<file path="config.mk">
export PLATFORM = sky130hd
export DESIGN_NAME = ckc2d_mac
export DESIGN_NICKNAME = d
export VERILOG_FILES = /design/src/design/ckc2d_pkg.sv /design/src/design/ckc2d_mac.sv
export SDC_FILE = /design/constraint.sdc
export NUM_CORES = 2
export LEC_CHECK = 0
export BUFFER_PORTS_ARGS = -buffer_cell sky130_fd_sc_hd__buf_4
export CELL_PAD_IN_SITES_DETAIL_PLACEMENT = 1
export CELL_PAD_IN_SITES_GLOBAL_PLACEMENT = 2
export CORE_MARGIN = 5
export CORE_UTILIZATION = 42
export DETAILED_ROUTE_END_ITERATION = 8
export GPL_ROUTABILITY_DRIVEN = 0
export PLACE_DENSITY = 0.93
export SYNTH_ARGS = -nofsm -noshare
export SYNTH_HDL_FRONTEND = slang
export SYNTH_SLANG_ARGS = --single-unit
</file>
<file path="constraint.sdc">
create_clock -name aclk -period 8.4 [get_ports aclk]
set_clock_uncertainty 0.15 [all_clocks]
set_input_delay 2.52 -clock aclk [delete_from_list [all_inputs] [get_ports aclk]]
set_output_delay 2.52 -clock aclk [all_outputs]
set_load 0.005 [all_outputs]
</file>
<file path="src/design/ckc2d_pkg.sv">
// ----------------------------------------------------------------------------
// ckc2d_pkg
// Shared types and constants for the 3x3 complex-kernel convolution core.
// ----------------------------------------------------------------------------
package ckc2d_pkg;

    localparam int PIX_W         = 8;
    localparam int POS_W         = 10;
    localparam int SUM_OUT_W     = 20;
    localparam int IMG_DIM_W     = 11;
    localparam int KREG_W        = 24;
    localparam int KSIZE         = 3;
    localparam int NUM_TAPS      = KSIZE * KSIZE;
    localparam int NUM_KREGS     = 2 * KSIZE;
    localparam int NUM_REGS      = 2 + NUM_KREGS;
    localparam int REG_IDX_W     = $clog2(NUM_REGS);
    localparam int APB_ADDR_W    = REG_IDX_W + 2;
    localparam int APB_DATA_W    = 32;
    localparam int MAX_HEIGHT    = 1024;
    localparam int MIN_DIM       = 3;

    localparam int DEF_MAX_WIDTH = 1024;
    localparam int DEF_COEF_BITS = 8;

    localparam logic [IMG_DIM_W-1:0] WIDTH_RESET  = 11'd320;
    localparam logic [IMG_DIM_W-1:0] HEIGHT_RESET = 11'd240;

    // register map (index = byte address / 4)
    localparam logic [REG_IDX_W-1:0] REG_IMAGE_WIDTH  = 3'd0;
    localparam logic [REG_IDX_W-1:0] REG_IMAGE_HEIGHT = 3'd1;
    localparam logic [REG_IDX_W-1:0] REG_KREAL_ROW0   = 3'd2;
    localparam logic [REG_IDX_W-1:0] REG_KREAL_ROW1   = 3'd3;
    localparam logic [REG_IDX_W-1:0] REG_KREAL_ROW2   = 3'd4;
    localparam logic [REG_IDX_W-1:0] REG_KIMAG_ROW0   = 3'd5;
    localparam logic [REG_IDX_W-1:0] REG_KIMAG_ROW1   = 3'd6;
    localparam logic [REG_IDX_W-1:0] REG_KIMAG_ROW2   = 3'd7;

    typedef struct packed {
        logic [PIX_W-1:0] pixel;
        logic             frame_start;
    } pixel_in_t;

    typedef struct packed {
        logic signed [SUM_OUT_W-1:0] real_sum;
        logic signed [SUM_OUT_W-1:0] imag_sum;
        logic        [POS_W-1:0]     out_row;
        logic        [POS_W-1:0]     out_col;
        logic                        frame_last;
    } result_t;

    // travels alongside a window through the arithmetic stages
    typedef struct packed {
        logic             valid;
        logic [POS_W-1:0] row;
        logic [POS_W-1:0] col;
        logic             last;
    } tag_t;

    // tap r*KSIZE+c: window row r (0 = top), column c (0 = oldest)
    typedef logic [NUM_TAPS-1:0][PIX_W-1:0] window_t;

    // real rows 0..2 then imaginary rows 0..2
    typedef logic [NUM_KREGS-1:0][KREG_W-1:0] kregs_t;

endpackage

</file>
<file path="src/design/ckc2d_mac.sv">
// ----------------------------------------------------------------------------
// ckc2d_mac
// Complex multiply-accumulate over a 3x3 window: one register stage of
// products, one of sums, both advanced by the pipeline enable.
// ----------------------------------------------------------------------------
module ckc2d_mac
    import ckc2d_pkg::*;
#(
    parameter int COEF_BITS = DEF_COEF_BITS
) (
    input  logic    aclk,
    input  logic    aresetn,
    input  logic    en,
    input  window_t win,
    input  kregs_t  kregs,
    input  tag_t    tag_in,
    output logic    res_valid,
    output result_t res
);

    localparam int PROD_W = PIX_W + 1 + COEF_BITS;
    localparam int SUM_W  = PROD_W + 4;
    localparam int EXT_W  = KREG_W + KSIZE * COEF_BITS;

    logic signed [COEF_BITS-1:0] coef_re [NUM_TAPS];
    logic signed [COEF_BITS-1:0] coef_im [NUM_TAPS];
    logic signed [PROD_W-1:0]    re_prod_next [NUM_TAPS];
    logic signed [PROD_W-1:0]    im_prod_next [NUM_TAPS];
    logic signed [PROD_W-1:0]    re_prod_reg  [NUM_TAPS];
    logic signed [PROD_W-1:0]    im_prod_reg  [NUM_TAPS];
    tag_t                        tag_reg;
    logic signed [SUM_W-1:0]     re_acc;
    logic signed [SUM_W-1:0]     im_acc;
    logic signed [SUM_W+SUM_OUT_W-1:0] re_ext;
    logic signed [SUM_W+SUM_OUT_W-1:0] im_ext;
    logic                        res_valid_reg;
    result_t                     res_reg;
    result_t                     res_next;

    // unpack coefficients; columns past the register width read as zero
    always_comb begin
        logic [EXT_W-1:0] ext_re;
        logic [EXT_W-1:0] ext_im;
        for (int r = 0; r < KSIZE; r++) begin
            ext_re = EXT_W'(kregs[r]);
            ext_im = EXT_W'(kregs[KSIZE + r]);
            for (int c = 0; c < KSIZE; c++) begin
                coef_re[r*KSIZE + c] = $signed(ext_re[c*COEF_BITS +: COEF_BITS]);
                coef_im[r*KSIZE + c] = $signed(ext_im[c*COEF_BITS +: COEF_BITS]);
            end
        end
    end

    always_comb begin
        for (int k = 0; k < NUM_TAPS; k++) begin
            re_prod_next[k] = PROD_W'($signed({1'b0, win[k]})) * PROD_W'(coef_re[k]);
            im_prod_next[k] = PROD_W'($signed({1'b0, win[k]})) * PROD_W'(coef_im[k]);
        end
    end

    always_ff @(posedge aclk) begin
        if (en) begin
            for (int k = 0; k < NUM_TAPS; k++) begin
                re_prod_reg[k] <= re_prod_next[k];
                im_prod_reg[k] <= im_prod_next[k];
            end
        end
    end

    always_ff @(posedge aclk) begin
        if (!aresetn) begin
            tag_reg <= '0;
        end else if (en) begin
            tag_reg <= tag_in;
        end
    end

    always_comb begin
        re_acc = '0;
        im_acc = '0;
        for (int k = 0; k < NUM_TAPS; k++) begin
            re_acc = re_acc + SUM_W'(re_prod_reg[k]);
            im_acc = im_acc + SUM_W'(im_prod_reg[k]);
        end
        re_ext = (SUM_W + SUM_OUT_W)'(re_acc);
        im_ext = (SUM_W + SUM_OUT_W)'(im_acc);
        res_next.real_sum   = re_ext[SUM_OUT_W-1:0];
        res_next.imag_sum   = im_ext[SUM_OUT_W-1:0];
        res_next.out_row    = tag_reg.row;
        res_next.out_col    = tag_reg.col;
        res_next.frame_last = tag_reg.last;
    end

    always_ff @(posedge aclk) begin
        if (!aresetn) begin
            res_valid_reg <= 1'b0;
        end else if (en) begin
            res_valid_reg <= tag_reg.valid;
        end
    end

    always_ff @(posedge aclk) begin
        if (en) begin
            res_reg <= res_next;
        end
    end

    assign res_valid = res_valid_reg;
    assign res       = res_reg;

endmodule

</file>
==> reports/qor.csv <==
stage;metric;value;unit
worst_setup_path;cpLargestDelayFamily;adder cells;
global_routing;antenna_found_initial;8;
min_path;worst_hold_startpoint;res_next[6]$_SDFFE_PN0P_;
placement;port_buffers;302;
sta;fmax;146;MHz
yosys;yosys-top-cells-area;fa_1 31%, edfxtp_1 19%, ha_1 17%;
clock_tree;root_buffer;clkbuf_16;
yosys;yosys.area.top_type;fa_1;
floorplanning;io_pins;303;
yosys;async_flop_share;0;%
sta;setup-tns-final;0;ns
clock_tree;cts_sinks;390;
worst_setup_path;crit_chain;buf_4 > and2_1 > fa_1 > inv_1 > fa_1 > inv_1 > fa_1 > fa_1 > ha_1 > nand2_1 > o21ai_0 > nor4_1 > a211oi_1 > nor2_1 > a21oi_1 > xor2_1;
job;max_cap_violations;0;
layout;register_area;11500;µm²
route;drt_iter0_drc;2424;
yosys;ys_seq_area_share;19.4;%
worst_setup_path;slowest_delay;0.54;ns
worst_setup_path;r2r-start;re_prod_reg[0][52]$_DFFE_PP_;
route;antenna_left;0;
yosys;synth-main-ff-cell;edfxtp_1;
floorplanning;die_y;385;µm
yosys;yosys_warnings;0;
worst_setup_path;crit_fanout;16;
layout;layout.nets;8129;
yosys;ys_seq_elements;390;
clock_tree;hold_buffers;0;
worst_setup_path;worst_setup_path_start_kind;primary input;
yosys;ys_top_cells_by_count;1436 x inv_1, 908 x fa_1, 814 x ha_1, 595 x and2_1, 491 x nand2_1;
sta;max-slew-margin-rel;30.0;%
worst_setup_path;path_class;in -> reg;
global_routing;grt_usage;23.9;%
sta;maxSlewViolCount;0;
min_path;hp-class;reg -> reg;
yosys;synth_edf_count;367;
route;drt-total-wl;175;mm
worst_setup_path;worstPathRequired;8.64;ns
min_path;whs_path_depth;0;
layout;nFillCells;15600;
worst_setup_path;regToRegSetupSlack;2.98;ns
route;vias_per_cell;5.14;
clock_tree;cts_tree;done;
global_routing;grt_pass1_wl;273;mm
layout;drive_above_1_share;7.14;%
floorplanning;num_rows;137;
clock_tree;clk_path_buf_depth;3;
global_routing;grt_pass1_vias;47000;
yosys;synth_top_area_share;30.8;%
clock_tree;htreeDepth;2;
clock_tree;tritoncts.num_buffers;45;
layout;syn_to_final_growth;9.85;%
sta;hold_viol;0;
floorplanning;die_w;385;µm
placement;place_hpwl;148;mm
worst_setup_path;cpMaxStageDelayCell;fa_1;
worst_setup_path;critPathArrivalTime;7.09;ns
sta;period_needed;6.85;ns
yosys;syn_area_per_cell;10.0;µm²
sta;rsz0062_at_grt;no;
route;drt_pass1_iterations;5;
floorplanning;die_area;148000;µm²
floorplanning;start_util;42.3;%
yosys;syn_area;59000;µm²
worst_setup_path;ff2ff_path_depth;18;
sta;min_period_over_period;81.6;%
worst_setup_path;reg2reg_to;res[59]$_DFFE_PP_;
worst_setup_path;end_kind;flop;
yosys;synth_nets;7854;
sta;setup_viol;0;
status;status;completed;
global_routing;overflow;0;
clock_tree;cts_setup_buffers;0;
route;num_vias;41500;
yosys;synthCells;5891;
sta;worstMarginPinSlew;1.05;ns
worst_setup_path;cp_num_cells;16;
yosys;synth_most_common_cell;inv_1;
route;wl_per_cell;21.6;µm
route;drc;0;
layout;multi_input_area;41900;µm²
floorplanning;core;140000;µm²
worst_setup_path;path_buf_inv;3;
global_routing;grt_max_degree;168;
worst_setup_path;setup.worst_path.start;win[61];
yosys;synth_cell_types;64;
clock_tree;path_clk_slew;0.06;ns
clock_tree;cts_resized;0;
min_path;worstHoldEndpoint;res[6]$_DFFE_PP_;
clock_tree;clk_latency;0.62;ns
worst_setup_path;cpMostUsedCell;fa_1;
==> final cells by class <==
cell class              count  area share [%]
multi-input cells        3988            64.6
well taps                1876            3.62
diodes                      1         0.00386
clock inverters            31           0.399
inverters                1436            8.31
clock buffers              53            1.82
repair buffers            305            3.58
flip-flops and latches    390            17.7
==> worst reg2reg max path, stage by stage (launching register included) <==
cell	delay [ns]
edfxtp_1	0.50
fa_1	0.57
inv_1	0.11
fa_1	0.48
inv_1	0.13
fa_1	0.44
inv_1	0.09
fa_1	0.43
inv_1	0.08
ha_1	0.20
inv_1	0.08
fa_1	0.47
nand2b_1	0.20
a21oi_1	0.19
o21ai_0	0.17
o21ai_1	0.40
a21oi_1	0.14
o21ai_0	0.26
xor2_1	0.10
==> worst max-delay path by stage <==
stage	endpoint	slack (ns)
detailed placement	re_prod_reg[0][134]$_DFFE_PP_	1.0
floorplan	re_prod_reg[0][67]$_DFFE_PP_	1.53
finish	re_prod_reg[0][134]$_DFFE_PP_	1.55
global route	re_prod_reg[0][134]$_DFFE_PP_	1.32
CTS	re_prod_reg[0][134]$_DFFE_PP_	1.63
global placement	re_prod_reg[0][134]$_DFFE_PP_	1.13
==> per-stage QoR <==
step	cells	area [µm²]	setup WS, ns	utilization (%)	hold WS (ns)
2_1_floorplan	5891	59000	1.53	-	0.258
3_3_place_gp	7995	63400	1.13	45.5	0.261
3_5_place_dp	7995	63400	1.00	45.5	0.268
4_1_cts	8079	64900	1.63	46.5	0.287
5_1_grt	8079	64900	1.32	46.5	0.296
6_report	8080	64900	1.55	46.5	0.284
==> cells by family (layout without fill, tap and decap cells) <==
logic type | Yosys count | after routing | synth area share, %
adder cells (fa/ha/maj) | 1722 | 1722 | 48.0
AND/OR/NAND/NOR | 1563 | 1563 | 13.6
buffers and inverters | 1513 | 1825 | 9.62
AO/OA/AOI/OAI | 458 | 458 | 5.58
flip-flops | 390 | 390 | 19.4
XOR/XNOR | 222 | 222 | 3.29
multiplexers | 23 | 23 | 0.390
other | 0 | 1 | 0
==> metal layers <==
metal	wire length, µm	vias to the layer above	global-route usage, %
met5	29	-	0
met4	8520	4	9.77
met3	8090	279	2.63
met2	85300	1023	41.4
met1	72700	21500	30.7
li1	-	18800	-
==> placed cells by master (no fill, tap or decap), types with 105 or more instances in the layout <==
master,n
inv_1,1436
fa_1,908
ha_1,814
and2_1,595
nand2_1,491
edfxtp_1,367
buf_4,302
xnor2_1,204
nor2_1,185
a21oi_1,165
nand2b_1,105
Power is left out: the tool's default activity adds up to more than one toggle a clock period on the data nets, which glitch-free logic cannot reach.
